File: config.mk
export PLATFORM = sky130hd
export DESIGN_NAME = llms_upd
export DESIGN_NICKNAME = d
export VERILOG_FILES = /design/src/hw/rtl/leaky_lms_adaptive_fir_unit_defines.svh /design/src/hw/rtl/llms_pkg.sv /design/src/hw/rtl/llms_upd.sv
export SDC_FILE = /design/constraint.sdc
export NUM_CORES = 2
export LEC_CHECK = 0
export BUFFER_PORTS_ARGS = -buffer_cell sky130_fd_sc_hd__buf_2
export CAP_MARGIN = 15
export CORE_MARGIN = 2
export CORE_UTILIZATION = 45
export DETAILED_ROUTE_END_ITERATION = 16
export PLACE_DENSITY = 0.6
export SLEW_MARGIN = 20
export SYNTH_ARGS = -nofsm -noshare
export SYNTH_HDL_FRONTEND = slang
export SYNTH_SLANG_ARGS = --single-unit
File: constraint.sdc
create_clock -name clock -period 8.07 [get_ports clock]
set_input_delay 1.614 -clock clock [delete_from_list [all_inputs] [get_ports clock]]
set_output_delay 1.614 -clock clock [all_outputs]
set_load 0.03 [all_outputs]
File: src/hw/rtl/leaky_lms_adaptive_fir_unit_defines.svh
// ----------------------------------------------------------------------------
// Leaky LMS adaptive FIR unit - assertion macros
// Shared property forms for the concurrent checks of the unit.
// ----------------------------------------------------------------------------
`ifndef LEAKY_LMS_ADAPTIVE_FIR_UNIT_DEFINES_SVH
`define LEAKY_LMS_ADAPTIVE_FIR_UNIT_DEFINES_SVH

// same-cycle implication
`define LLMS_ASSERT_IMP(label, clk, rst, ante, cons, msg) \
   label: assert property (@(posedge clk) disable iff (rst) (ante) |-> (cons)) else $error(msg);

// next-cycle implication
`define LLMS_ASSERT_NXT(label, clk, rst, ante, cons, msg) \
   label: assert property (@(posedge clk) disable iff (rst) (ante) |=> (cons)) else $error(msg);

`endif

File: src/hw/rtl/llms_pkg.sv
// ----------------------------------------------------------------------------
// Leaky LMS adaptive FIR unit - package
// Widths, reset values, register indexes and control word types.
// ----------------------------------------------------------------------------
package llms_pkg;

   localparam int TAPS_DEF   = 10;
   localparam int SAMPLE_W   = 16;
   localparam int COEF_W     = 24;
   localparam int CFG_W      = 16;
   localparam int ADDR_W     = 3;
   localparam int DATA_W     = 32;
   localparam int EST_SHIFT  = 20;
   localparam int LEAK_SHIFT = 16;
   localparam int UPD_SHIFT  = 26;
   localparam int UPD_LAT    = 3;

   localparam logic [CFG_W-1:0] STEP_RESET = 16'd6554;
   localparam logic [CFG_W-1:0] LEAK_RESET = 16'd64881;

   localparam logic [ADDR_W-3:0] REG_STEP_SIZE   = 1'b0;
   localparam logic [ADDR_W-3:0] REG_LEAK_FACTOR = 1'b1;

   localparam logic signed [SAMPLE_W-1:0] SAMPLE_MAX = 16'sh7FFF;
   localparam logic signed [SAMPLE_W-1:0] SAMPLE_MIN = -16'sh8000;
   localparam logic signed [COEF_W-1:0]   COEF_MAX   = 24'sh7FFFFF;
   localparam logic signed [COEF_W-1:0]   COEF_MIN   = -24'sh800000;

   typedef struct packed {
      logic tap_en;
      logic coef_en;
   } cell_ctl_type;

   typedef struct packed {
      logic clr;
      logic en;
   } mac_ctl_type;

   // accumulator width for a given tap count
   function automatic int acc_w(input int taps);
      return COEF_W + SAMPLE_W + $clog2(taps);
   endfunction

   // width of estimate error
   function automatic int err_w(input int taps);
      return acc_w(taps) - EST_SHIFT + 1;
   endfunction

endpackage

File: src/hw/rtl/llms_upd.sv
// ----------------------------------------------------------------------------
// Leaky LMS adaptive FIR unit - coefficient update pipeline
// Three stages: leak*w + mu*err*tap, rounded and saturated; tap rides along.
// ----------------------------------------------------------------------------
module llms_upd #(
   parameter int TAPS = llms_pkg::TAPS_DEF
) (
   input  logic                                    clock,
   input  logic                                    load,
   input  logic signed [llms_pkg::err_w(TAPS)-1:0] err,
   input  logic [llms_pkg::CFG_W-1:0]              mu,
   input  logic [llms_pkg::CFG_W-1:0]              leak,
   input  logic signed [llms_pkg::SAMPLE_W-1:0]    tap_in,
   input  logic signed [llms_pkg::COEF_W-1:0]      coef_in,
   output logic signed [llms_pkg::SAMPLE_W-1:0]    tap_out,
   output logic signed [llms_pkg::COEF_W-1:0]      coef_out
);
   import llms_pkg::*;

   localparam int ERR_W   = err_w(TAPS);
   localparam int MU_W    = CFG_W + 1;
   localparam int EMU_W   = ERR_W + MU_W;
   localparam int LO_W    = EMU_W / 2;
   localparam int HI_W    = EMU_W - LO_W;
   localparam int PLO_W   = LO_W + 1 + SAMPLE_W;
   localparam int PHI_W   = HI_W + SAMPLE_W;
   localparam int UPD_W   = EMU_W + SAMPLE_W + 1;
   localparam int LEAKP_W = MU_W + COEF_W;
   localparam int LEAKR_W = LEAKP_W - LEAK_SHIFT;
   localparam int SUM_W   = UPD_W - UPD_SHIFT + 1;
   localparam logic signed [UPD_W-1:0]   UPD_RND  = UPD_W'(1) <<< (UPD_SHIFT - 1);
   localparam logic signed [LEAKP_W-1:0] LEAK_RND = LEAKP_W'(1) <<< (LEAK_SHIFT - 1);

   logic signed [MU_W-1:0]     mu_s;
   logic signed [MU_W-1:0]     leak_s;
   logic signed [EMU_W-1:0]    emu_ff;
   logic signed [LO_W:0]       emu_lo;
   logic signed [HI_W-1:0]     emu_hi;
   logic signed [PLO_W-1:0]    plo_ff;
   logic signed [PHI_W-1:0]    phi_ff;
   logic signed [LEAKP_W-1:0]  leakp_ff;
   logic signed [SAMPLE_W-1:0] tap1_ff;
   logic signed [UPD_W-1:0]    upd_ff;
   logic signed [LEAKR_W-1:0]  leakr_ff;
   logic signed [SAMPLE_W-1:0] tap2_ff;
   logic signed [SUM_W-1:0]    sum;
   logic signed [COEF_W-1:0]   coef_sat;
   logic signed [SAMPLE_W-1:0] tap3_ff;
   logic signed [COEF_W-1:0]   coef3_ff;

   assign mu_s   = signed'({1'b0, mu});
   assign leak_s = signed'({1'b0, leak});
   assign emu_lo = signed'({1'b0, emu_ff[LO_W-1:0]});
   assign emu_hi = signed'(emu_ff[EMU_W-1:LO_W]);

   assign sum = SUM_W'(upd_ff >>> UPD_SHIFT) + SUM_W'(leakr_ff);

   always_comb begin
      if (&sum[SUM_W-1:COEF_W-1] || ~|sum[SUM_W-1:COEF_W-1]) begin
         coef_sat = sum[COEF_W-1:0];
      end else if (sum[SUM_W-1]) begin
         coef_sat = COEF_MIN;
      end else begin
         coef_sat = COEF_MAX;
      end
   end

   always_ff @(posedge clock) begin
      if (load) begin
         emu_ff <= err * mu_s;
      end
      // stage 1: partial products
      plo_ff   <= emu_lo * tap_in;
      phi_ff   <= emu_hi * tap_in;
      leakp_ff <= leak_s * coef_in;
      tap1_ff  <= tap_in;
      // stage 2: join partials, round leak term
      upd_ff   <= (UPD_W'(phi_ff) <<< LO_W) + UPD_W'(plo_ff) + UPD_RND;
      leakr_ff <= LEAKR_W'((leakp_ff + LEAK_RND) >>> LEAK_SHIFT);
      tap2_ff  <= tap1_ff;
      // stage 3: sum and saturate
      coef3_ff <= coef_sat;
      tap3_ff  <= tap2_ff;
   end

   assign tap_out  = tap3_ff;
   assign coef_out = coef3_ff;

endmodule

== Word-level counts from Yosys, hierarchy flattened ==
Index checks and enable logic that the tools add are counted.
Operators by class
  add/subtract/negate cells: 4
  $mul: 4
  div/mod/pow operators: 0
  order comparisons: 0
  equality and inequality tests: 0
  shift-type cells: 0
  multiplexer cells: 2
  bitwise operators: 0
  reduce and logical (&&, ||, !) cells: 4
Operators with widths (number)
  adder 58 x 38 -> 59 bit: 1
  adder 59 x 27 -> 59 bit (second input constant): 1
  two-way mux 24 bit: 2
  multiplier 25 x 17 -> 42 bit: 1
  adder 41 x 17 -> 41 bit (second input constant): 1
  multiplier 17 x 24 -> 41 bit: 1
  multiplier 22 x 16 -> 38 bit: 1
  multiplier 21 x 16 -> 37 bit: 1
  adder 33 x 25 -> 34 bit: 1
  AND reduction 11 bit: 1
  OR reduction 11 bit: 1
  logical NOT 1 bit: 1
  logical OR 1 bit: 1
Word-level totals
  flip-flop bits (word level): 314
  bits in latches: 0
  memory bits (writable): 0
  ROM bits: 0
  bits of input ports: 99
  output and inout bits: 40
  memories: 0

== Longest topological paths before layout ==
  depth after elaboration: 5
  mapped depth: 27

== Worst setup path before layout ==
No wires, ideal clock.
  path type: input to register
  from: in tap_in[7] (netlist bit)
  to: reg plo_ff[35]
  library setup time: 72 ps
  arrival time: 7688 ps
  path slack: 310 ps
  cell stages on the path: 25
  buffers on the path: 2
  cell sequence: clkbuf_1 -> clkbuf_1 -> nand2_1 -> fa_1 -> inv_1 -> fa_1 -> fa_1 -> fa_1 -> fa_1 -> inv_1 -> fa_1 -> inv_1 -> ha_1 -> a21o_1 -> a21o_1 -> a211oi_1 -> o21ai_0 -> a21oi_1 -> a31oi_2 -> a41oi_1 -> a21oi_2 -> a221oi_1 -> o21bai_1 -> a21oi_1 -> xnor2_1
Between the ends
  cells in the longest elaborated chain, start to end: 1
RTL lines
  start, declared: line llms_upd.sv:13  | input logic signed [llms_pkg::SAMPLE_W-1:0] tap_in,
  multiplier 22 x 16 -> 38 bit: line llms_upd.sv:73  | plo_ff <= emu_lo * tap_in;
  end signal, assigned: line llms_upd.sv:73
  end, declared: line llms_upd.sv:39  | logic signed [PLO_W-1:0] plo_ff;
Every way passes these cells.
A chain may end at the register's enable or synchronous reset.

== Final worst setup path ==
  from: in tap_in[3] (netlist bit)
  to: reg phi_ff[34]
Between the ends
  cells in the longest elaborated chain, start to end: 1
RTL lines
  multiplier 21 x 16 -> 37 bit: line llms_upd.sv:74  | phi_ff <= emu_hi * tap_in;
  end signal, assigned: line llms_upd.sv:74
  end, declared: line llms_upd.sv:40  | logic signed [PHI_W-1:0] phi_ff;
Every way passes these cells.

==> reports/summary.log <==
INFO  logic_synthesis netlist_top_cells_area=fa_1 45%, ha_1 11%, inv_1 10%
INFO  die            initial_utilization=45.47%
INFO  critical_path  timing_worst_setup_path_type=input port to register
INFO  logic_synthesis post_synth_most_frequent_cells=1675 x inv_1, 1362 x fa_1, 915 x nand2_1
INFO  clock_network  numClockSinks=252
INFO  sta            tightest_slew=0.9334ns
INFO  finish         fin_nets=8763
INFO  global_route   grt_max_degree=43
INFO  finish         final_design_area_no_fill=65690squm
INFO  sta            layout_worst_path_cycle_share=96.60%
INFO  clock_network  htree_num_levels=2
INFO  hold_path      whs_path_depth=0
INFO  sta            finClkSkew=0.04798ns
INFO  drt            number_of_nets_with_antenna_violations_after_routing=0
INFO  logic_synthesis top_area_cell_type_share_of_the_netlist_area=45.44%
INFO  global_route   antenna_found_initial=2
INFO  die            die_area=136300squm
INFO  finish         multi_input_comb_area=47340squm
INFO  drt            route.final.wire_length=148.1mm
INFO  die            num_rows=133
INFO  clock_network  numCtsBuffers=35
INFO  clock_network  clk_latency=0.60ns
INFO  logic_synthesis synthFlopType=dfxtp_1
INFO  sta            timing.final.setup_violations=0
INFO  drt            detail_route.vias_per_cell=4.995
INFO  placement      dpl.hpwl=126.9mm
INFO  finish         fill_cells=12510
INFO  critical_path  r2r_slack=0.80ns
INFO  drt            detail_route.iter0.violations=2557
INFO  die            ioPinCount=139
INFO  global_route   gr-usage-met2=36.04%
INFO  clock_network  ctsLongestPathBuffers=3
INFO  die            die_w=369.1um
INFO  finish         area_growth_syn_to_layout=9.491%
INFO  clock_network  cts_hold_repair.buffers=0
INFO  global_route   grt_pass1_vias=45760
INFO  placement      place_area=64500squm
INFO  critical_path  critical_path_start_type=input port
INFO  logic_synthesis netlist_area=60000squm
INFO  logic_synthesis yosys.cell_types.count=81
INFO  clock_network  cts_setup_buffers=0
INFO  clock_network  tritoncts=done
INFO  clock_network  root_buffer=clkbuf_16
INFO  global_route   grt_first_pass_wirelength=246.0mm
INFO  sta            hold_viol=0
INFO  sta            max_freq=0.1283GHz
INFO  logic_synthesis netlist_instances=6516
INFO  logic_synthesis seq_area_frac_synth=9.109%
INFO  logic_synthesis yosysTopAreaCell=fa_1
INFO  logic_synthesis ys_warn_count=0
INFO  critical_path  worst_ep_arrival_time=8.22ns
INFO  sta            grt_setup_unrepaired=false
INFO  logic_synthesis postSynthNetCount=8505
INFO  finish         drive_gt1_share=8.088%
INFO  sta            max_slew_margin=37.69%
INFO  logic_synthesis synth_area_per_cell=9.208squm
INFO  global_route   grtUsageTotal=22.64%
INFO  hold_path      hold_path.class=register to register
INFO  sta            finalWorstPathRequiredPeriod=7.795ns
INFO  run_status     result_of_the_run=finished clean
INFO  clock_network  cts.reportedPaths.clkPinSlew=0.08ns
INFO  logic_synthesis synth_edf_count=42
INFO  finish         fin_util=49.78%
INFO  placement      gp_congestion=0.9104
INFO  critical_path  regToRegEndpoint=phi_ff[34]$_DFF_P_
INFO  logic_synthesis post-synth-top-count-cell=inv_1
INFO  global_route   met3_usage_in_global_routing=2.514%
INFO  global_route   remaining_overflow_grt=0
INFO  drt            route.detailed.drc=0
INFO  critical_path  worstRegToRegCells=25
INFO  critical_path  reg2reg_from=emu_ff[34]$_DFFE_PP_
INFO  critical_path  crit_path_start=tap_in[3]
INFO  global_route   groute.layer.met1.usage=33.30%
INFO  critical_path  critPathRequiredTime=8.49ns
INFO  drt            post_drt_wl_per_cell=17.31um
INFO  logic_synthesis synthArstFlopShare=0%
INFO  critical_path  critical_path.max_fanout=16
INFO  placement      port-buffer-count=138
INFO  drt            drt-pass1-iter-count=6
INFO  global_route   grt_most_used_layer=met2
INFO  critical_path  endpoint_kind=register
INFO  flow_run       cap_violations=0
INFO  logic_synthesis synth-seq-cells=252
INFO  hold_path      hp-start=tap2_ff[14]$_DFF_P_
INFO  finish         regArea=5465squm
INFO  die            core_area=132000squm
INFO  drt            dr_total_vias=42740
INFO  die            die_height=369.1um
INFO  sta            finalMaxSlewViolations=0
INFO  hold_path      worstHoldEndpoint=tap_out[14]$_DFF_P_
## metal layers
metal  part of all wire [%]  vias to the layer above
met5                 0.0047                        -
met4                    2.2                        2
met3                    5.8                      172
met2                     46                     1155
met1                     46                    21820
li1                       -                    19590
## worst max-delay path, stage by stage
cell and delay [ns]:
buf_4 0.29, buf_4 0.25, nand2_1 0.08, fa_1 0.50, inv_1 0.06, fa_1 0.52, fa_1 0.53, inv_1 0.06
fa_1 0.53, inv_1 0.05, fa_1 0.49, fa_1 0.42, ha_1 0.31, inv_1 0.08, nor4_2 0.34, a311oi_2 0.18
buf_4 0.16, o31ai_1 0.25, a21oi_1 0.18, o41ai_1 0.41, buf_4 0.20, a21o_1 0.13, a31oi_1 0.11, buf_4 0.15
xnor2_1 0.32
## flip-flops by register name, indices dropped and copies added, names as in the netlist
name      count
emu_ff       42
phi_ff       37
upd_ff       33
leakp_ff     26
leakr_ff     25
coef_out     24
plo_ff       17
tap1_ff      16
tap2_ff      16
tap_out      16
## area by class of cell
type | instances | share of cell area [%]
Multi-Input combinational cell | 4351 | 72.07
Clock buffer | 38 | 1.366
Timing Repair Buffer | 459 | 4.929
Sequential cell | 252 | 8.319
Inverter | 1675 | 9.571
Clock inverter | 25 | 0.3981
Tap cell | 1755 | 3.343
Antenna cell | 2 | 0.007618
## what timing repair did
item / CTS / global route
endpoints found under the setup margin: 0 / 6
resized for setup: 0 / 10
endpoints found under the hold margin: 0 / 0
## kinds of logic (layout without fill, tap and decap cells)
group,Yosys count,after routing,synth area share (%)
xor+xnor,202,202,2.949
simple gates,1809,1809,14.37
flops,252,252,9.109
mux,2,2,0.03545
other cells,0,2,0
compound gates,448,448,5.074
buf+inv,1913,2197,12.01
fa+ha+maj,1890,1890,56.46
## worst max path at each step
stage	end	depth (start not counted)
floorplan	plo_ff[35]$_DFF_P_	25
global placement	phi_ff[36]$_DFF_P_	26
detailed placement	phi_ff[36]$_DFF_P_	26
CTS	phi_ff[34]$_DFF_P_	26
global route	emu_ff[40]$_DFFE_PP_	25
finish	phi_ff[34]$_DFF_P_	25
## cell usage in the layout (no fill, tap or decap), drive strengths merged, types with 53 or more instances in the layout
cell / synthesis / routed
fa: 1362 / 1362
a21oi: 143 / 143
ha: 528 / 528
xor2: 53 / 53
a21o: 87 / 87
o21ai: 60 / 60
xnor2: 149 / 149
buf: 8 / 455
dfxtp: 210 / 210
nand2: 915 / 915
and2: 558 / 558
nor2: 139 / 139
inv: 1675 / 1686
## stage by stage
stage | hold slack, ns | setup WS, ns | setup TNS, ns | std cells
4_1_cts | 0.3059 | 0.09595 | 0 | 8555
6_report | 0.3096 | 0.2746 | 0 | 8557
3_5_place_dp | 0.3121 | -0.4847 | -3.914 | 8492
3_3_place_gp | 0.3098 | -0.5041 | -3.071 | 8492
5_1_grt | 0.3165 | 0.002939 | 0 | 8555
2_1_floorplan | 0.3096 | 0.3099 | 0 | 6516
Power is left out: the tool's default activity adds up to more than one toggle a clock period on the data nets, which glitch-free logic cannot reach.
