[src/hw/rtl/leaky_lms_adaptive_fir_unit_defines.svh]
// ----------------------------------------------------------------------------
// Leaky LMS adaptive FIR unit - assertion macros
// Shared property forms for the concurrent checks of the unit.
// ----------------------------------------------------------------------------
`ifndef LEAKY_LMS_ADAPTIVE_FIR_UNIT_DEFINES_SVH
`define LEAKY_LMS_ADAPTIVE_FIR_UNIT_DEFINES_SVH

// same-cycle implication
`define LLMS_ASSERT_IMP(label, clk, rst, ante, cons, msg) \
   label: assert property (@(posedge clk) disable iff (rst) (ante) |-> (cons)) else $error(msg);

// next-cycle implication
`define LLMS_ASSERT_NXT(label, clk, rst, ante, cons, msg) \
   label: assert property (@(posedge clk) disable iff (rst) (ante) |=> (cons)) else $error(msg);

`endif

[src/hw/rtl/llms_pkg.sv]
// ----------------------------------------------------------------------------
// Leaky LMS adaptive FIR unit - package
// Widths, reset values, register indexes and control word types.
// ----------------------------------------------------------------------------
package llms_pkg;

   localparam int TAPS_DEF   = 10;
   localparam int SAMPLE_W   = 16;
   localparam int COEF_W     = 24;
   localparam int CFG_W      = 16;
   localparam int ADDR_W     = 3;
   localparam int DATA_W     = 32;
   localparam int EST_SHIFT  = 20;
   localparam int LEAK_SHIFT = 16;
   localparam int UPD_SHIFT  = 26;
   localparam int UPD_LAT    = 3;

   localparam logic [CFG_W-1:0] STEP_RESET = 16'd6554;
   localparam logic [CFG_W-1:0] LEAK_RESET = 16'd64881;

   localparam logic [ADDR_W-3:0] REG_STEP_SIZE   = 1'b0;
   localparam logic [ADDR_W-3:0] REG_LEAK_FACTOR = 1'b1;

   localparam logic signed [SAMPLE_W-1:0] SAMPLE_MAX = 16'sh7FFF;
   localparam logic signed [SAMPLE_W-1:0] SAMPLE_MIN = -16'sh8000;
   localparam logic signed [COEF_W-1:0]   COEF_MAX   = 24'sh7FFFFF;
   localparam logic signed [COEF_W-1:0]   COEF_MIN   = -24'sh800000;

   typedef struct packed {
      logic tap_en;
      logic coef_en;
   } cell_ctl_type;

   typedef struct packed {
      logic clr;
      logic en;
   } mac_ctl_type;

   // accumulator width for a given tap count
   function automatic int acc_w(input int taps);
      return COEF_W + SAMPLE_W + $clog2(taps);
   endfunction

   // width of estimate error
   function automatic int err_w(input int taps);
      return acc_w(taps) - EST_SHIFT + 1;
   endfunction

endpackage

[src/hw/rtl/llms_mac.sv]
// ----------------------------------------------------------------------------
// Leaky LMS adaptive FIR unit - estimate MAC
// Accumulates coefficient-tap products off the ring head; forms the error.
// ----------------------------------------------------------------------------
module llms_mac #(
   parameter int TAPS = llms_pkg::TAPS_DEF
) (
   input  logic                                       clock,
   input  logic                                       reset,
   input  llms_pkg::mac_ctl_type                      ctl,
   input  logic signed [llms_pkg::SAMPLE_W-1:0]       tap,
   input  logic signed [llms_pkg::COEF_W-1:0]         coef,
   input  logic signed [llms_pkg::SAMPLE_W-1:0]       desired,
   output logic signed [llms_pkg::err_w(TAPS)-1:0]    err
);
   import llms_pkg::*;

   localparam int PROD_W = COEF_W + SAMPLE_W;
   localparam int ACC_W  = acc_w(TAPS);
   localparam int ERR_W  = err_w(TAPS);
   localparam logic signed [ACC_W-1:0] EST_RND = ACC_W'(1) <<< (EST_SHIFT - 1);

   logic signed [PROD_W-1:0] prod_ff;
   logic                     vld_ff;
   logic signed [ACC_W-1:0]  acc_ff;
   logic signed [ERR_W-1:0]  est;

   always_ff @(posedge clock) begin
      if (reset) begin
         vld_ff <= 1'b0;
         acc_ff <= '0;
      end else begin
         vld_ff <= ctl.en;
         if (ctl.clr) begin
            acc_ff <= '0;
         end else if (vld_ff) begin
            acc_ff <= acc_ff + ACC_W'(prod_ff);
         end
      end
      prod_ff <= coef * tap;
   end

   assign est = ERR_W'((acc_ff + EST_RND) >>> EST_SHIFT);
   assign err = ERR_W'(desired) - est;

endmodule

[config.mk]
export PLATFORM = sky130hd
export DESIGN_NAME = llms_mac
export DESIGN_NICKNAME = d
export VERILOG_FILES = /design/src/hw/rtl/leaky_lms_adaptive_fir_unit_defines.svh /design/src/hw/rtl/llms_pkg.sv /design/src/hw/rtl/llms_mac.sv
export SDC_FILE = /design/constraint.sdc
export NUM_CORES = 1
export LEC_CHECK = 0
export BUFFER_PORTS_ARGS = -buffer_cell sky130_fd_sc_hd__buf_2
export CAP_MARGIN = 10
export CORE_UTILIZATION = 55
export DETAILED_ROUTE_END_ITERATION = 10
export GPL_ROUTABILITY_DRIVEN = 1
export PLACE_DENSITY = 0.75
export SLEW_MARGIN = 30
export SYNTH_ARGS = -nofsm -noshare
export SYNTH_HDL_FRONTEND = slang
export SYNTH_SLANG_ARGS = --single-unit
[constraint.sdc]
create_clock -name clock -period 16.4 [get_ports clock]
set_input_delay 4.92 -clock clock [delete_from_list [all_inputs] [get_ports clock]]
set_output_delay 4.92 -clock clock [all_outputs]
set_load 0.05 [all_outputs]
### Word level (Yosys, flattened, before mapping)

Index checks and enable logic that the tools add are counted.

* divide/modulo/power cells: 0
* shift operators: 0
* reduce and logical (&&, ||, !) cells: 1
* multiplexer cells: 0
* add/sub/neg operators: 3
* $mul: 1
* equality and inequality tests: 0
* bitwise operators: 0
* order comparisons: 0

Operators by type and width (number)
* adder 44 x 21 -> 44 bit (second input constant): 1
* adder 44 x 40 -> 44 bit: 1
* multiplier 24 x 16 -> 40 bit: 1
* subtractor 16 x 24 -> 25 bit: 1
* OR reduction 2 bit: 1

* input bits: 60
* bits in read-only memories: 0
* bits in latches: 0
* flip-flop bits (word level): 85
* output and inout bits: 25
* bits in writable memories: 0
* memories: 0
* word-level logic and storage cells: 8

### Logic depth before layout (Yosys ltp)

Gate-level depths: netlist of the first run.

* word-level depth: 2
* depth in mapped cells: 26
* gate-level depth less buffers: 24

### Worst setup path before layout of the first run

OpenSTA, ideal clock, no wires.

* kind: input to output
* start point: input desired[0] (netlist bit)
* end point: output err[18] (netlist bit)
* path slack: 3.531 ns
* data arrival time: 7.949 ns
* stages on the path: 13
* required time: 11.480 ns
* path buffers: 0
* cell sequence: inv_1 ha_1 inv_1 fa_1 a211oi_1 o21ai_0 nor3b_1 o41a_1 nor4_1 nor2_1 a21oi_1 o21ai_0 xnor2_1

* word-level cells in the longest chain between the ends: 1

RTL lines
* start: declaration: RTL line llms_mac.sv:13 `input logic signed [llms_pkg::SAMPLE_W-1:0] desired,`
* subtractor 16 x 24 -> 25 bit: RTL line llms_mac.sv:44 `assign err = ERR_W'(desired) - est;`
* end: declaration: RTL line llms_mac.sv:14 `output logic signed [llms_pkg::err_w(TAPS)-1:0] err`

No other way between the ends.

### Final worst setup path of the first run

* start point: input desired[0] (netlist bit)
* end point: output err[22] (netlist bit)

Same word-level chain as after synthesis.

==> results.txt, run 1 <==
----------------------------------------------------
[Run status]
  Result of the run ... complete, no violations

[STA]
  Number of failing hold endpoints at the final stage ... 0
  Min cycle time layout ... 13.11 ns
  Max Clock Skew ... 0.00859 ns
  Worst slew margin relative to its limit ... 47.2%
  Slew Limit Fails ... 0
  Top achievable clock speed ... 76.3 MHz
  RSZ-0062 raised after global routing ... no
  Worst slew pin tran ... 0.792 ns
  Finish-stage setup viols ... 0
  Post-Route Setup TNS ... 0 ns
  Period utilisation layout ... 79.9%

[Critical path]
  Sort of element at the end of the critical path ... primary output
  Worst reg2reg startpoint ... acc_ff[0]$_SDFFE_PP0P_
  Critical path startpoint category ... input pin
  Critical path's slowest cell ... fa_1
  Start point of the critical path ... desired[0]
  Maximum fanout along the worst path ... 3
  Startpoint-to-endpoint class of the critical path ... input pin to primary output
  Max incr delay on CP ... 0.44 ns
  List of cells traversed by the critical path ... buf_2 -> inv_1 -> ha_1 -> inv_1 -> fa_1 -> a211oi_1 -> o21ai_0 -> nor3b_1 -> o41a_1 -> nor4_1 -> nor2_1 -> a221oi_2 -> o21bai_1 -> a21oi_1 -> xnor2_1 -> buf_2
  Worst Path Required ... 11.48 ns
  CP arrival ... 8.19 ns

[Global route]
  Pin count of the biggest net entering global routing ... 55
  Global route overflow ... 0
  Wire length of the first global-routing pass ... 74900 um
  GRT Overall Usage ... 25.1%
  Via count of the first global-routing pass ... 15867
  Initial antenna violation count ... 0

[Clocking]
  H-tree lvl count ... 3
  Buffer levels on the longest clock path ... 2
  Buffer type at the clock tree root ... clkbuf_16
  Post-CTS Setup Bufs ... 0
  Total clock sinks ... 85
  Number of instances resized during post-cts repair ... 0
  Number of clock buffers inserted by TritonCTS ... 9
  Clock tree from TritonCTS ... done
  Worst-Skew Late Latency ... 0.35 ns
  Post-CTS clock slew at the launch and capture registers of the worst setup and hold paths ... 0.06 ns
  Total of hold buffers inserted after clock tree synthesis ... 0

[Placement]
  GPL Wtd Cong ... 0.889
  Buffers added on ports ... 84
  Sum of net half-perimeters after detailed placement ... 35600 um

[Yosys]
  Yosys warning total ... 0
  Dominant synthesized flop cell ... dfxtp_1
  Count leader, synth ... inv_1
  Number of nets produced by synthesis ... 2888
  Area fraction of the dominant cell type after synthesis ... 37.9%
  Cell count after synthesis ... 2286
  Leading cell types by count after synthesis ... inv_1 (489), fa_1 (376), nand2_1 (264), ha_1 (166), and2_1 (155)
  Leading area contributor after synthesis ... fa_1
  Main area contributors after synthesis ... fa_1 (38%), ha_1 (10%), inv_1 (9.3%), dfxtp_1 (8.6%), nand2_1 (5.0%)
  Synth Register Bits ... 85
  Share of the yosys chip area belonging to registers ... 8.58%
  Async S/R FF share, synth ... 0%
  Post-synthesis area per instance ... 8.68 sq um
  Post-Syn Area ... 0.0198 sq mm
  Number of synthesized flops with an enable pin ... 0
  Yosys cell types ... 69

[Floorplanning]
  Chip height ... 192 um
  Initial cell density of the core ... 55.8%
  Core Region ... 0.0356 sq mm
  Die width ... 192 um
  Area of the die ... 0.0368 sq mm
  Row cnt ... 69
  Boundary Pins ... 85

[Finish]
  Inserted Diodes ... 0
  Fraction of final layout cells with drive strength greater than 1 ... 5.23%
  Net count, final ... 2912
  Synth-to-Final Area Change ... 5.13%

[Detailed routing]
  Total number of vias ... 15029
  Remaining antenna violation count ... 0
  Iter 0 DRT Violations ... 883
  Post-detailed-routing wire length ... 42600 um
  Per-cell routed wire length ... 15.4 um
  Vias per inst ... 5.41
  Initial DRT Pass Iterations ... 5
  Number of remaining DRC errors ... 0

[Hold path]
  Worst min-delay path category ... flip-flop to flip-flop
  Startpoint of the tightest hold check path ... acc_ff[43]$_SDFFE_PP0P_

[Job]
  Total of max-cap violations ... 0

----------------------------------------------------
[layout by cell type (no fill, tap or decap), drive strengths merged, types with 4 or more instances in the layout]
master and n:
fa 376, or3 5, o21a 14, ha 166, nand2 264, nand3b 6
a211oi 18, clkinv 4, and2 155, xor2 41, nand4 11, xnor2 80
nand3 29, a21oi 90, o31ai 5, inv 489, nor2 99, o211ai 5
a221o 4, mux2i 25, and3 16, nor3b 4, a21o 43, nor3 16
nand2b 18, clkbuf 11, buf 86, o21ai 52, a211o 4, dfxtp 85
o21bai 14, a31oi 15, nor2b 15, or2 4
[critical path: cells and delay by family]
family,cells,cell delay (ns)
AO/OA/AOI/OAI,6,1.56
adder cells (fa/ha/maj),2,0.60
buffers and inverters,4,0.48
XOR/XNOR,1,0.14
AND/OR/NAND/NOR,3,0.49
[registers in the layout (all words and copies together), names as in the netlist]
| name | cells |
|---|---|
| prod_ff | 40 |
| vld_ff | 1 |
| acc_ff | 44 |
[worst paths after layout]
path                                           endpoint  slack, ns  cells past startpoint
worst min-delay path            acc_ff[43]$_SDFFE_PP0P_       0.49                      2
worst max-delay path                            err[22]       3.29                     16
worst max register to register  acc_ff[40]$_SDFFE_PP0P_      13.19                     13
worst min register to register  acc_ff[43]$_SDFFE_PP0P_       0.49                      2
[layout make-up]
| type | instances | area [sq um] |
|---|---|---|
| multi-input cells | 1637 | 16000 |
| repair buffers | 86 | 435 |
| inverters | 491 | 1840 |
| clock inverters | 5 | 36.3 |
| fillers | 3114 | 14700 |
| well taps | 461 | 577 |
| flip-flops and latches | 85 | 1700 |
| clock buffers | 11 | 243 |
[through the flow]
step	hold WS [ns]	cells	area (sq um)	worst slack (ns)	utilization [%]
3_5_place_dp	0.488	2760	20600	3.29	57.8
4_1_cts	0.493	2776	20900	3.28	58.6
6_report	0.493	2776	20900	3.29	58.6
5_1_grt	0.542	2776	20900	2.96	58.6
3_3_place_gp	0.469	2760	20600	3.37	57.8
2_1_floorplan	0.456	2286	19800	3.53	-
[cells by family after synthesis]
logic type | after synthesis | share of synthesized area (%)
compound gates | 295 | 9.76
xor+xnor | 121 | 5.34
fa+ha+maj | 542 | 48.4
buf+inv | 564 | 10.7
flops | 85 | 8.58
mux | 25 | 1.26
simple gates | 654 | 16.0
[layer usage]
layer / GRT usage (%) / up-vias / share of wire, %
met1: 35.5 / 7399 / 47
met3: 2.69 / 50 / 6.0
li1: - / 7106 / -
met4: 6.23 / 0 / 1.2
met2: 41.3 / 474 / 46
met5: 0 / - / 0
Power of run 1 is not shown: default switching activity piles up to over one toggle a cycle in this logic, so the estimate is an artifact.
==> run 2: changes to the inputs <==
Clock period 16.4 ns to 13.3 ns, I/O delays scaled along.
==> run 2 against run 1 <==
Count of clock-buffer cells in the layout down 1. Utilization up 0.11 points. First-iteration DRC count up 2.5%. Global-route usage about the same. Critical endpoint unchanged. Die area unchanged. Critical path depth unchanged. Via count down 0.15%. Sequential share of layout area about the same. Cell count about the same. Non-clock buffer count down 1.
==> results.txt, run 2 (synthesis gave the netlist of run 1 again) <==
----------------------------------------------------
[Clocking]
  Total of hold buffers inserted after clock tree synthesis ... 0 (unchanged)
  Buffer type at the clock tree root ... clkbuf_16 (unchanged)
  Buffer levels on the longest clock path ... 2 (unchanged)
  Number of clock buffers inserted by TritonCTS ... 9 (unchanged)
  Worst-Skew Late Latency ... 0.34 ns (was 0.35 ns)
  Number of instances resized during post-cts repair ... 0 (unchanged)
  H-tree lvl count ... 3 (unchanged)
  Post-CTS Setup Bufs ... 0 (unchanged)
  Total clock sinks ... 85 (unchanged)
  Clock tree from TritonCTS ... done (unchanged)
  Post-CTS clock slew at the launch and capture registers of the worst setup and hold paths ... 0.06 ns (about the same)

[Hold path]
  Worst min-delay path category ... flip-flop to flip-flop (unchanged)

[STA]
  Worst slew pin tran ... 0.811 ns (was 0.792 ns)
  Hold slack ... 0.489 ns (was 0.493 ns)
  Period utilisation layout ... 85.5%
  Slew Limit Fails ... 0 (unchanged)
  Finish-stage setup viols ... 0 (unchanged)
  Post-Route Setup TNS ... 0 ns (unchanged)
  Worst slew margin relative to its limit ... 45.9% (was 47.2%)
  Top achievable clock speed ... 87.9 MHz
  Min cycle time layout ... 11.38 ns
  Max Clock Skew ... 0.00908 ns (was 0.00859 ns)
  Number of failing hold endpoints at the final stage ... 0 (unchanged)
  RSZ-0062 raised after global routing ... no (unchanged)

[Finish]
  Most common cell after layout, fill and taps aside ... inv_1 (unchanged)
  Multi-input gate area in the final layout ... 0.0160 sq mm (unchanged)
  Fraction of final layout cells with drive strength greater than 1 ... 5.23% (about the same)
  Commonest non-fill, non-tap cells in the layout ... inv_1 (489), fa_1 (376), nand2_1 (264), ha_1 (166), and2_1 (155) (unchanged)
  Synth-to-Final Area Change ... 5.32% (was 5.13%)
  Storage element area ... 0.00170 sq mm (unchanged)
  Net count, final ... 2911 (was 2912)
  Post-route design area ... 0.0209 sq mm (about the same)
  Biggest registers after layout ... acc_ff: 44 flops, prod_ff: 40 flops, vld_ff: 1 flops (unchanged)
  Post-layout utilization of the core ... 58.7% (was 58.6%)
  Number of inserted filler cells in the final layout ... 3073 (was 3114)
  Largest register by flop count ... acc_ff (unchanged)
  Flip-flop count of the largest register after layout ... 44 (unchanged)
  Inserted Diodes ... 0 (unchanged)

[Detailed routing]
  Number of remaining DRC errors ... 0 (unchanged)
  Post-detailed-routing wire length ... 43500 um (was 42600 um)
  Iter 0 DRT Violations ... 905 (was 883)
  Per-cell routed wire length ... 15.7 um (was 15.4 um)
  Vias per inst ... 5.41 (about the same)
  Initial DRT Pass Iterations ... 5 (unchanged)
  Remaining antenna violation count ... 0 (unchanged)
  Total number of vias ... 15007 (was 15029)

[Placement]
  GPL Wtd Cong ... 0.890 (was 0.889)
  Placement Cell Area ... 0.0206 sq mm (about the same)
  Buffers added on ports ... 84 (unchanged)
  Sum of net half-perimeters after detailed placement ... 35900 um (was 35600 um)

[Global route]
  Global route overflow ... 0 (unchanged)
  Via count of the first global-routing pass ... 15834 (was 15867)
  GRT Overall Usage ... 25.2% (was 25.1%)
  Wire length of the first global-routing pass ... 74800 um (was 74900 um)
  Initial antenna violation count ... 0 (unchanged)
  Pin count of the biggest net entering global routing ... 55 (unchanged)

[Critical path]
  Critical path's slowest cell ... fa_1 (unchanged)
  Worst reg2reg setup slack ... 10.13 ns (was 13.19 ns)
  List of cells traversed by the critical path ... buf_2 -> inv_1 -> ha_1 -> inv_1 -> fa_1 -> a211oi_1 -> o21ai_0 -> nor3b_1 -> o41a_1 -> nor4_1 -> nor2_1 -> a221oi_2 -> o21bai_1 -> a21oi_1 -> xnor2_1 -> buf_2 (unchanged)
  CP arrival ... 7.39 ns (was 8.19 ns)
  Sort of element at the end of the critical path ... primary output (unchanged)
  Startpoint-to-endpoint class of the critical path ... input pin to primary output (unchanged)
  Critical path startpoint category ... input pin (unchanged)
  Max incr delay on CP ... 0.45 ns (was 0.44 ns)
  Maximum fanout along the worst path ... 3 (unchanged)
  Worst Path Required ... 9.31 ns (was 11.48 ns)

[Floorplanning]
  Die width ... 192 um (unchanged)
  Area of the die ... 0.0368 sq mm (unchanged)
  Row cnt ... 69 (unchanged)
  Chip height ... 192 um (unchanged)
  Initial cell density of the core ... 55.8% (unchanged)
  Boundary Pins ... 85 (unchanged)
  Core Region ... 0.0356 sq mm (unchanged)

[Job]
  Total of max-cap violations ... 0 (unchanged)

[Run status]
  Result of the run ... complete, no violations (unchanged)

----------------------------------------------------
run 2: changes by cell type in the layout (fill, tap and decap cells not counted), sizes merged:
cell      delta
buf          -1
clkbuf       -1
bufinv       +2
clkinv       +1
clkinvlp     -2
run 2: cell type report:
type | instances | area share [%]
repair buffers | 85 | 2.05
clock buffers | 10 | 1.14
flip-flops and latches | 85 | 8.15
well taps | 461 | 2.76
inverters | 491 | 8.83
multi-input cells | 1637 | 76.7
clock inverters | 6 | 0.413
run 2: worst max-delay path, delay by kind of cell:
kind	cells	cell delay [ns]
xor gates and xnor gates	1	0.14
buffers and inverters	4	0.49
AOI/OAI and AO/OA	6	1.62
and+or+nand+nor	3	0.52
adders and majority gates	2	0.62
run 2: metrics by stage:
stage / setup WS, ns / instances
6_report: 1.92 / 2775
5_1_grt: 1.80 / 2775
4_1_cts: 1.97 / 2775
3_5_place_dp: 1.97 / 2759
3_3_place_gp: 2.12 / 2759
2_1_floorplan: 2.29 / 2286
run 2: worst paths after layout:
path                           start                       to  cells after the start
min          acc_ff[43]$_SDFFE_PP0P_  acc_ff[43]$_SDFFE_PP0P_                      2
max reg2reg   acc_ff[0]$_SDFFE_PP0P_  acc_ff[42]$_SDFFE_PP0P_                     13
min reg2reg  acc_ff[43]$_SDFFE_PP0P_  acc_ff[43]$_SDFFE_PP0P_                      2
max                       desired[0]                  err[22]                     16
run 2: routing by layer:
metal | GRT usage [%] | wire, um | part of all wire (%)
met1 | 33.7 | 19800 | 46
met2 | 42.2 | 20000 | 46
met3 | 4.97 | 3210 | 7.4
met4 | 5.19 | 446 | 1.0
met5 | 0 | 0 | 0
Power of run 2 is left out for the same reason.
