<file path="src/hw/rtl/leaky_lms_adaptive_fir_unit_defines.svh">
// ----------------------------------------------------------------------------
// Leaky LMS adaptive FIR unit - assertion macros
// Shared property forms for the concurrent checks of the unit.
// ----------------------------------------------------------------------------
`ifndef LEAKY_LMS_ADAPTIVE_FIR_UNIT_DEFINES_SVH
`define LEAKY_LMS_ADAPTIVE_FIR_UNIT_DEFINES_SVH

// same-cycle implication
`define LLMS_ASSERT_IMP(label, clk, rst, ante, cons, msg) \
   label: assert property (@(posedge clk) disable iff (rst) (ante) |-> (cons)) else $error(msg);

// next-cycle implication
`define LLMS_ASSERT_NXT(label, clk, rst, ante, cons, msg) \
   label: assert property (@(posedge clk) disable iff (rst) (ante) |=> (cons)) else $error(msg);

`endif

</file>
<file path="src/hw/rtl/llms_pkg.sv">
// ----------------------------------------------------------------------------
// Leaky LMS adaptive FIR unit - package
// Widths, reset values, register indexes and control word types.
// ----------------------------------------------------------------------------
package llms_pkg;

   localparam int TAPS_DEF   = 10;
   localparam int SAMPLE_W   = 16;
   localparam int COEF_W     = 24;
   localparam int CFG_W      = 16;
   localparam int ADDR_W     = 3;
   localparam int DATA_W     = 32;
   localparam int EST_SHIFT  = 20;
   localparam int LEAK_SHIFT = 16;
   localparam int UPD_SHIFT  = 26;
   localparam int UPD_LAT    = 3;

   localparam logic [CFG_W-1:0] STEP_RESET = 16'd6554;
   localparam logic [CFG_W-1:0] LEAK_RESET = 16'd64881;

   localparam logic [ADDR_W-3:0] REG_STEP_SIZE   = 1'b0;
   localparam logic [ADDR_W-3:0] REG_LEAK_FACTOR = 1'b1;

   localparam logic signed [SAMPLE_W-1:0] SAMPLE_MAX = 16'sh7FFF;
   localparam logic signed [SAMPLE_W-1:0] SAMPLE_MIN = -16'sh8000;
   localparam logic signed [COEF_W-1:0]   COEF_MAX   = 24'sh7FFFFF;
   localparam logic signed [COEF_W-1:0]   COEF_MIN   = -24'sh800000;

   typedef struct packed {
      logic tap_en;
      logic coef_en;
   } cell_ctl_type;

   typedef struct packed {
      logic clr;
      logic en;
   } mac_ctl_type;

   // accumulator width for a given tap count
   function automatic int acc_w(input int taps);
      return COEF_W + SAMPLE_W + $clog2(taps);
   endfunction

   // width of estimate error
   function automatic int err_w(input int taps);
      return acc_w(taps) - EST_SHIFT + 1;
   endfunction

endpackage

</file>
<file path="src/hw/rtl/llms_cell.sv">
// ----------------------------------------------------------------------------
// Leaky LMS adaptive FIR unit - ring cell
// Holds one tap sample and one coefficient; loads both from its neighbour.
// ----------------------------------------------------------------------------
module llms_cell (
   input  logic                                 clock,
   input  logic                                 reset,
   input  llms_pkg::cell_ctl_type               ctl,
   input  logic signed [llms_pkg::SAMPLE_W-1:0] tap_in,
   input  logic signed [llms_pkg::COEF_W-1:0]   coef_in,
   output logic signed [llms_pkg::SAMPLE_W-1:0] tap_out,
   output logic signed [llms_pkg::COEF_W-1:0]   coef_out
);
   import llms_pkg::*;

   logic signed [SAMPLE_W-1:0] tap_ff;
   logic signed [COEF_W-1:0]   coef_ff;

   always_ff @(posedge clock) begin
      if (reset) begin
         tap_ff  <= '0;
         coef_ff <= '0;
      end else begin
         if (ctl.tap_en) begin
            tap_ff <= tap_in;
         end
         if (ctl.coef_en) begin
            coef_ff <= coef_in;
         end
      end
   end

   assign tap_out  = tap_ff;
   assign coef_out = coef_ff;

endmodule

</file>
<file path="config.mk">
export PLATFORM = sky130hd
export DESIGN_NAME = llms_cell
export DESIGN_NICKNAME = d
export VERILOG_FILES = /design/src/hw/rtl/leaky_lms_adaptive_fir_unit_defines.svh /design/src/hw/rtl/llms_pkg.sv /design/src/hw/rtl/llms_cell.sv
export SDC_FILE = /design/constraint.sdc
export NUM_CORES = 1
export LEC_CHECK = 0
export ABC_AREA = 1
export CORE_UTILIZATION = 61
export DETAILED_ROUTE_END_ITERATION = 8
export DONT_BUFFER_PORTS = 1
export GPL_TIMING_DRIVEN = 0
export PLACE_DENSITY = 0.77
export REMOVE_ABC_BUFFERS = 1
export SLEW_MARGIN = 20
export SYNTH_ARGS = -nofsm -noshare
export SYNTH_HDL_FRONTEND = slang
export SYNTH_SLANG_ARGS = --single-unit
</file>
<file path="constraint.sdc">
create_clock -name clock -period 0.8 [get_ports clock]
set_input_delay 0 -clock clock [delete_from_list [all_inputs] [get_ports clock]]
set_output_delay 0 -clock clock [all_outputs]
set_load 0.005 [all_outputs]
</file>
**Word level (Yosys, flattened, before mapping)**

Cells that the tools add are included.

- Register bits after elaboration: 40
- Output and inout bits: 40
- Word-level logic and storage cells: 2

**Depth between registers and ports, before layout**

Gate-level depths: netlist of run 1.

- Depth in word-level cells: 0
- Gate-level depth with buffers: 4
- Depth with buffers taken out: 4

**Worst setup path before layout of run 1**

Ideal clock, no wire load.

- Kind: flip-flop to flip-flop
- Start: register tap_out[13] (netlist name)
- End: register tap_ff[13], in the netlist tap_out[13]
- Setup time: 113 ps
- Arrival: 430 ps
- Path slack: 257 ps
- Cell stages (with the launch flop): 3
- Path buffers: 0
- Cells stage by stage: dfxtp_1 nor2_1 nor2_1

RTL lines:

| what | RTL line | source |
|---|---|---|
| end signal: assignment | llms_cell.sv:25 | `tap_ff <= tap_in;` |
| end: declaration | llms_cell.sv:16 | `logic signed [SAMPLE_W-1:0] tap_ff;` |

**Worst setup path in the final report of run 1**

- Start: register tap_ff[5], in the netlist tap_out[5]
- End: output port tap_out[5] (netlist bit)

RTL lines:

| what | RTL line | source |
|---|---|---|
| end: declaration | llms_cell.sv:11 | `output logic signed [llms_pkg::SAMPLE_W-1:0] tap_out,` |

No word-level cell between the ends.

==> results.cfg, run 1 <==
[placed_design]
hpwlAfterDp_um = 1800
port_buffers = 0
gp_congestion = 0.652
placedCellCount = 271
dp_slack_ns = -0.374

[yosys]
ys_ff_latch = 40
yosysSeqAreaShare = 0.491
avgSynthCellArea_sq_um = 6.44
synth_cell_types = 7
netlist_instances = 253
synth_area_sq_um = 1630
ys_warn_count = 0

[power_and_ir_drop]
p_per_area_nw_per_um2 = 2120
leakagePower_nw = 0.998
power.total_mw = 3.84
peakVddDrop_mv = 1.53

[clocking]
cts_sinks = 40
htreeDepth = 2
cts_tree = done
numCtsBuffers = 5
cts_buffer_depth = 2
post-cts-setup-buffer-count = 0
cts-root-buf = clkbuf_4
clk_latency_ns = 0.33
clkTransAtPathRegs_ns = 0.11

[detailed_routing]
detail-route-antenna-nets = 0
drt_iter0_drc = 21
wl_per_cell_um = 9.99
first_pass_iters = 4
routed_wl_um = 2930
drc = 0
avgViaCountPerCell = 4.62
dr_total_vias = 1354

[sta]
finalSetupViolations = 0
fin_skew_ns = 0
setup_slack_ns = 0.0851
hold_viol = 40
period_share = 0.894
finalSetupTns_ns = 0
fin_crit_ns = 0.715
hold_ws_ns = -0.202
slew_headroom = 0.575
tightest_slew_ns = 0.636
max_freq_mhz = 1400
grt_setup_unrepaired = no
drv_slew = 0

[critical_path]
cp.required_ns = 0.80
critPathCaptureType = output pin
start_kind = flop
crit_fanout = 2
worst-setup-path-type = flop to output pin
arrival_ns = 0.71

[job]
cap_violations = 0

[grt]
overflow = 0
antenna_found_initial = 0
grt_usage = 0.194
grt_first_pass_wirelength_um = 3890
grt_max_degree = 49
grt_pass1_vias = 961

[floorplanning]
die_area_sq_um = 2880
coreArea_sq_um = 2500
die_h_um = 53.7
die_x_um = 53.7
rows = 18
start_util = 0.652
io_pins = 84

[finish]
nNetsFinal = 306
utilization = 0.725
post_route_cells_drive_above_1_share = 0.0304
final_cells = 293
mostFrequentLayoutCells = 80 x nor2_1, 80 x nand2_1, 40 x inv_1, 40 x dfxtp_1, 14 x dlygate4sd3_1
areaGrowthSynthToFinish_pct = 11.2
diodes = 0

[hold_path]
hp-class = primary input to flop

[run_status]
violations = hold timing
status = finished with violations
cell families (layout without fill, tap and decap cells):
kind of cell	Yosys count	in the layout	synth area share
buffers and inverters	53	63	0.140
DFF	40	40	0.491
and+or+nand+nor	160	160	0.368
power breakdown:
| part | total (mW) | switching, mW | internal [mW] | leakage, nW |
|---|---|---|---|---|
| sequential | 2.24 | 0.104 | 2.13 | 0.333 |
| combinational | 0.350 | 0.178 | 0.172 | 0.623 |
| clock | 1.26 | 0.602 | 0.655 | 0.0422 |
| total | 3.84 | 0.884 | 2.96 | 0.998 |
registers in the layout, summed over array words and instances, names as in the netlist:
register,flops
tap_out,16
coef_out,24
worst paths after layout:
kind / startpoint / depth (start not counted) / to / slack (ns)
hold reg to reg: coef_out[19]$_SDFFE_PP0P_ / 2 / coef_out[19]$_SDFFE_PP0P_ / 0.49
setup / recovery: tap_out[5]$_SDFFE_PP0P_ / 0 / tap_out[5] / 0.09
setup reg to reg: coef_out[17]$_SDFFE_PP0P_ / 2 / coef_out[17]$_SDFFE_PP0P_ / 0.20
hold / removal: ctl[0] / 2 / coef_out[8]$_SDFFE_PP0P_ / -0.20
layout make-up:
type,count,area [sq um]
Sequential cell,40,801
Fill cell,217,687
Multi-Input combinational cell,160,601
Inverter,41,158
Timing Repair Buffer,14,140
Clock buffer,6,41.3
Tap cell,30,37.5
Clock inverter,2,35.0
per-stage QoR:
| stage | instance area [sq um] | hold slack [ns] |
|---|---|---|
| floorplan | 1560 | 0.129 |
| global placement | 1590 | 0.134 |
| detailed placement | 1590 | 0.140 |
| CTS | 1710 | -0.216 |
| global route | 1810 | -0.239 |
| finish | 1810 | -0.202 |
routing by layer:
| metal | GRT usage | wire length [um] | up-vias |
|---|---|---|---|
| met5 | 0 | 0 | - |
| met4 | 0.105 | 36 | 0 |
| met3 | 0.102 | 271 | 5 |
| met2 | 0.290 | 1300 | 57 |
| met1 | 0.220 | 1320 | 565 |
| li1 | - | - | 727 |
repair_timing:
action,CTS,global route
resized for setup,1,0
endpoints found under the hold margin,40,40
endpoints found under the setup margin,3,0
hold buffers,4,10
synthesized netlist by cell type (all sizes together):
| cell type | n | area, sq um |
|---|---|---|
| buf | 12 | 75.1 |
| dfxtp | 40 | 801 |
| inv | 41 | 154 |
| nand2 | 80 | 300 |
| nor2 | 80 | 300 |
No activity file was read; power rests on OpenSTA's default activity.
==> inputs of run 2 (changes only) <==
- ABC_AREA: 1 -> unset
- CORE_UTILIZATION: 61 -> 60
- PLACE_DENSITY: 0.77 -> 0.76
==> run 2 against run 1 <==
The run still ends with hold timing left. Design area fell by 21%. Via count fell by 38%. Combinational power fell by 47%. Clock power fell by 31%. Clock-buffer cell count did not move. Sequential power fell by 2%. Flip-flop and latch count did not move. Cell count fell by 47%. Critical endpoint is now coef_out[14]. Largest power group unchanged.
==> results.cfg, run 2 <==
[floorplanning]
rows = 17
io_pins = 84
start_util = 0.643
coreArea_sq_um = 2250
die_x_um = 51.1
die_area_sq_um = 2620
die_h_um = 51.1

[power_and_ir_drop]
internal_power_mw = 2.56
peakVddDrop_mv = 1.43
pwr-share-seq = 0.675
p_per_area_nw_per_um2 = 2270
p_clk_frac = 0.268
swShare = 0.214
pwr-share-comb = 0.057
leakagePower_nw = 0.667
p_switching_uw = 698

[yosys]
postSynth.asyncResetShare = 0
synth_flop_cell = dfxtp_1
synth_edf_count = 0
synth_area_sq_um = 1450
yosysTopAreaCell = dfxtp_1
netlist_instances = 129
synth_area_leaders = dfxtp_1 55%, mux2i_1 28%, nor2_1 10%, buf_12 4.1%, buf_6 1.6%
avgSynthCellArea_sq_um = 11.2
yosys.area.top_type_share = 0.553
ys_warn_count = 0
yosysSeqAreaShare = 0.553
ys_top_cells_by_count = 40 x dfxtp_1, 40 x mux2i_1, 40 x nor2_1
ys_ff_latch = 40
synth_cell_types = 6

[finish]
largest_register_ffs = 24
nNetsFinal = 171
mostFrequentLayoutCells = 40 x mux2i_1, 40 x nor2_1, 40 x dfxtp_1, 5 x clkbuf_4
areaGrowthSynthToFinish_pct = -1.12
post_route_cells_drive_above_1_share = 0.0472
final_cells = 155
diodes = 0
fin_area_sq_um = 1430

[run_status]
status = finished with violations
violations = hold timing

[detailed_routing]
drc = 0
wl_per_cell_um = 14.3
detail-route-antenna-nets = 0
drt_iter0_drc = 5
avgViaCountPerCell = 5.42
first_pass_iters = 4
routed_wl_um = 2220
dr_total_vias = 840

[critical_path]
start_kind = flop
cp.required_ns = 0.80
arrival_ns = 0.70
critPathCaptureType = output pin
crit_fanout = 2
worst-setup-path-type = flop to output pin

[clocking]
htreeDepth = 2
cts_tree = done
cts_sinks = 40
post-cts-setup-buffer-count = 0
clkTransAtPathRegs_ns = 0.10
clk_latency_ns = 0.32
cts-root-buf = clkbuf_4
cts_buffer_depth = 2
numCtsBuffers = 5

[placed_design]
gp_congestion = 0.581
placement.cell_area_sq_um = 1390
hpwlAfterDp_um = 1630
placedCellCount = 148
dp_slack_ns = 0.163
port_buffers = 0

[sta]
hold_ws_ns = -0.268
tightest_slew_ns = 0.159
drv_slew = 0
grt_setup_unrepaired = no
period_share = 0.876
max_freq_mhz = 1430
setup_slack_ns = 0.0993
finalSetupViolations = 0
hold_viol = 40
fin_skew_ns = 0
fin_crit_ns = 0.701
finalSetupTns_ns = 0
slew_headroom = 0.891

[grt]
grt_pass1_vias = 766
overflow = 0
grt_usage = 0.172
grt_first_pass_wirelength_um = 3160
grt_max_degree = 41
antenna_found_initial = 0

[hold_path]
hp-class = primary input to flop

[job]
cap_violations = 0
## run 2: cell types whose count changed after synthesis, moves of 3 or more
cell / change
inv_1: -41
buf_12: +3
buf_2: -9
mux2i_1: +40
clkbuf_1: +4
nand2_1: -80
nor2_1: -40
## run 2: cell type report
cell class                 instances  area, sq um
fill                             212          822
sequential                        40          801
multi-input combinational         80          551
clock buffer                       6         41.3
tap                               28         35.0
clock inverter                     1         5.00
## run 2: routing by layer
layer | up-vias | global-route usage | routed length (um)
met1 | 368 | 0.172 | 884
met4 | 0 | 0.125 | 33
met5 | - | 0 | 0
li1 | 420 | - | -
met2 | 47 | 0.289 | 1070
met3 | 5 | 0.0655 | 231
## run 2: metrics by stage
| step | power [mW] | utilization | hold WS, ns |
|---|---|---|---|
| after floorplan | 2.39 | - | 0.0724 |
| after CTS | 3.31 | 0.635 | -0.293 |
| after global routing | 3.41 | 0.635 | -0.301 |
| final | 3.25 | 0.635 | -0.268 |
| after detailed placement | 2.43 | 0.615 | 0.0782 |
| after global placement | 2.42 | 0.615 | 0.0750 |
## run 2: cells by family after synthesis
logic type	share of synthesized area
mux	0.276
flops	0.553
simple gates	0.104
buf+inv	0.0674
## run 2: path summary, 6_finish.rpt
| kind | from | to | slack (ns) | cells past startpoint |
|---|---|---|---|---|
| max | coef_out[14]$_SDFFE_PP0P_ | coef_out[14] | 0.1 | 0 |
| min | reset | coef_out[19]$_SDFFE_PP0P_ | -0.27 | 1 |
| max reg2reg | coef_out[1]$_SDFFE_PP0P_ | coef_out[1]$_SDFFE_PP0P_ | 0.16 | 2 |
| min reg2reg | tap_out[0]$_SDFFE_PP0P_ | tap_out[0]$_SDFFE_PP0P_ | 0.53 | 2 |
## run 2: power groups by stage
stage               Clock, mW  Combinational, mW  Sequential (mW)
finish                  0.871              0.187             2.20
global route            0.991              0.213             2.21
CTS                     0.922              0.189             2.20
detailed placement          0              0.191             2.24
global placement            0              0.178             2.24
floorplan                   0              0.169             2.22
## run 2: repair_timing
item,in CTS,in global routing
resized for setup,0,0
endpoints found under the setup margin,0,0
endpoints found under the hold margin,40,40
==> inputs of run 3 (changes only) <==
- CORE_UTILIZATION: 60 -> 64
- CTS_BUF_LIST: unset -> sky130_fd_sc_hd__clkbuf_4 sky130_fd_sc_hd__clkbuf_8
- PLACE_DENSITY: 0.76 -> 0.8
==> run 3 against run 2 <==
The flow still finishes with violations (hold timing). Critical path type unchanged. Critical path depth did not move. Clock skew did not move. Clock power rose by 19%. Register-to-register slack got worse by 0.02 ns. Sequential share of layout area fell by 0.72 points. Non-clock buffer count did not move. Total power rose by 5.2%. Via count rose by 2.9%.
==> results.cfg, run 3 (synthesis gave the netlist of run 2 again) <==
[run_status]
status = finished with violations
violations = hold timing

[floorplanning]
io_pins = 84
start_util = 0.710
rows = 16
coreArea_sq_um = 2040
die_area_sq_um = 2460
die_x_um = 49.6
die_h_um = 49.6

[clocking]
htreeDepth = 2
cts_sinks = 40
cts_buffer_depth = 2
numCtsBuffers = 5
cts_tree = done
cts-root-buf = clkbuf_4
clk_latency_ns = 0.32
cts.repair.resized = 0
clkTransAtPathRegs_ns = 0.10

[sta]
finalSetupViolations = 0
fin_skew_ns = 0
period_share = 0.866
hold_ws_ns = -0.261
finalSetupTns_ns = 0
hold_viol = 40
grt_setup_unrepaired = no
slew_headroom = 0.891
tightest_slew_ns = 0.159
max_freq_mhz = 1440
drv_slew = 0
fin_crit_ns = 0.693

[detailed_routing]
dr_total_vias = 864
avgViaCountPerCell = 5.57
first_pass_iters = 4
routed_wl_um = 2290
wl_per_cell_um = 14.7
drt_iter0_drc = 18
drc = 0
detail-route-antenna-nets = 0

[grt]
grt_use_met1 = 0.219
grt_pass1_vias = 830
use_met2 = 0.318
grt_first_pass_wirelength_um = 3440
top_usage_layer = met2
grt_usage = 0.190
grt_max_degree = 41
antenna_found_initial = 0
overflow = 0
met3_usage = 0.0617

[critical_path]
worst-setup-path-type = flop to output pin
crit_fanout = 2
critPathCaptureType = output pin
r2r-start = coef_out[7]$_SDFFE_PP0P_
cp-startpoint = coef_out[4]$_SDFFE_PP0P_
cp.required_ns = 0.80
start_kind = flop
rr_endpoint = coef_out[7]$_SDFFE_PP0P_
cp.depth = 0
r2r_setup_slack_ns = 0.14
arrival_ns = 0.69
ff2ff_path_depth = 2

[finish]
areaGrowthSynthToFinish_pct = 0.173
diodes = 0
utilization = 0.711
n_fill_cell = 170
largest_register_ffs = 24
mostFrequentLayoutCells = 40 x mux2i_1, 40 x nor2_1, 40 x dfxtp_1, 7 x clkbuf_4, 1 x clkbuf_8
final_cells = 155
nNetsFinal = 171
post_route_cells_drive_above_1_share = 0.0625

[power_and_ir_drop]
power.total_mw = 3.43
leakagePower_nw = 0.679
p_per_area_nw_per_um2 = 2360
peakVddDrop_mv = 1.77

[hold_path]
hp-class = primary input to flop
hold_path_end = tap_out[5]$_SDFFE_PP0P_
whs_path_depth = 1
hold_start = reset

[job]
cap_violations = 0

[placed_design]
gp_congestion = 0.656
port_buffers = 0
hpwlAfterDp_um = 1640
placedCellCount = 147
## run 3: routing by layer
| layer | part of all wire | vias up |
|---|---|---|
| met5 | 0 | - |
| met4 | 0.011 | 0 |
| met3 | 0.092 | 5 |
| met2 | 0.49 | 46 |
| met1 | 0.41 | 392 |
| li1 | - | 421 |
## run 3: layout make-up
class	count	area [sq um]	share of cell area
Tap cell	27	33.8	0.0233
Clock buffer	8	66.3	0.0457
Sequential cell	40	801	0.552
Multi-Input combinational cell	80	551	0.379
## run 3: worst max path at each step
stage / to / slack [ns]
global placement: coef_out[21]$_SDFFE_PP0P_ / 0.21
detailed placement: tap_out[4]$_SDFFE_PP0P_ / 0.15
global route: coef_out[23] / 0.06
CTS: coef_out[23] / 0.09
finish: coef_out[4] / 0.11
floorplan: coef_out[0]$_SDFFE_PP0P_ / 0.24
## run 3: through the flow
step / worst slack, ns / instance area (sq um)
CTS: 0.0938 / 1450
floorplan: 0.236 / 1350
finish: 0.107 / 1450
global route: 0.0606 / 1450
detailed placement: 0.149 / 1390
global placement: 0.205 / 1390
## run 3: power by group
| part | internal (mW) | total, mW | leakage (nW) | switching (mW) |
|---|---|---|---|---|
| Sequential | 2.11 | 2.20 | 0.330 | 0.0869 |
| Combinational | 0.122 | 0.189 | 0.309 | 0.0670 |
| Clock | 0.502 | 1.04 | 0.0394 | 0.537 |
| Total | 2.73 | 3.43 | 0.679 | 0.691 |
## run 3: worst register-to-register path, cell delays in order, from the launching register on
cell,delay [ns]
dfxtp_1,0.33
mux2i_1,0.15
nor2_1,0.07
## run 3: what timing repair did
item	4_1_cts	5_1_grt
buffers inserted	0	0
endpoints found under the hold margin	40	40
endpoints found under the setup margin	0	0
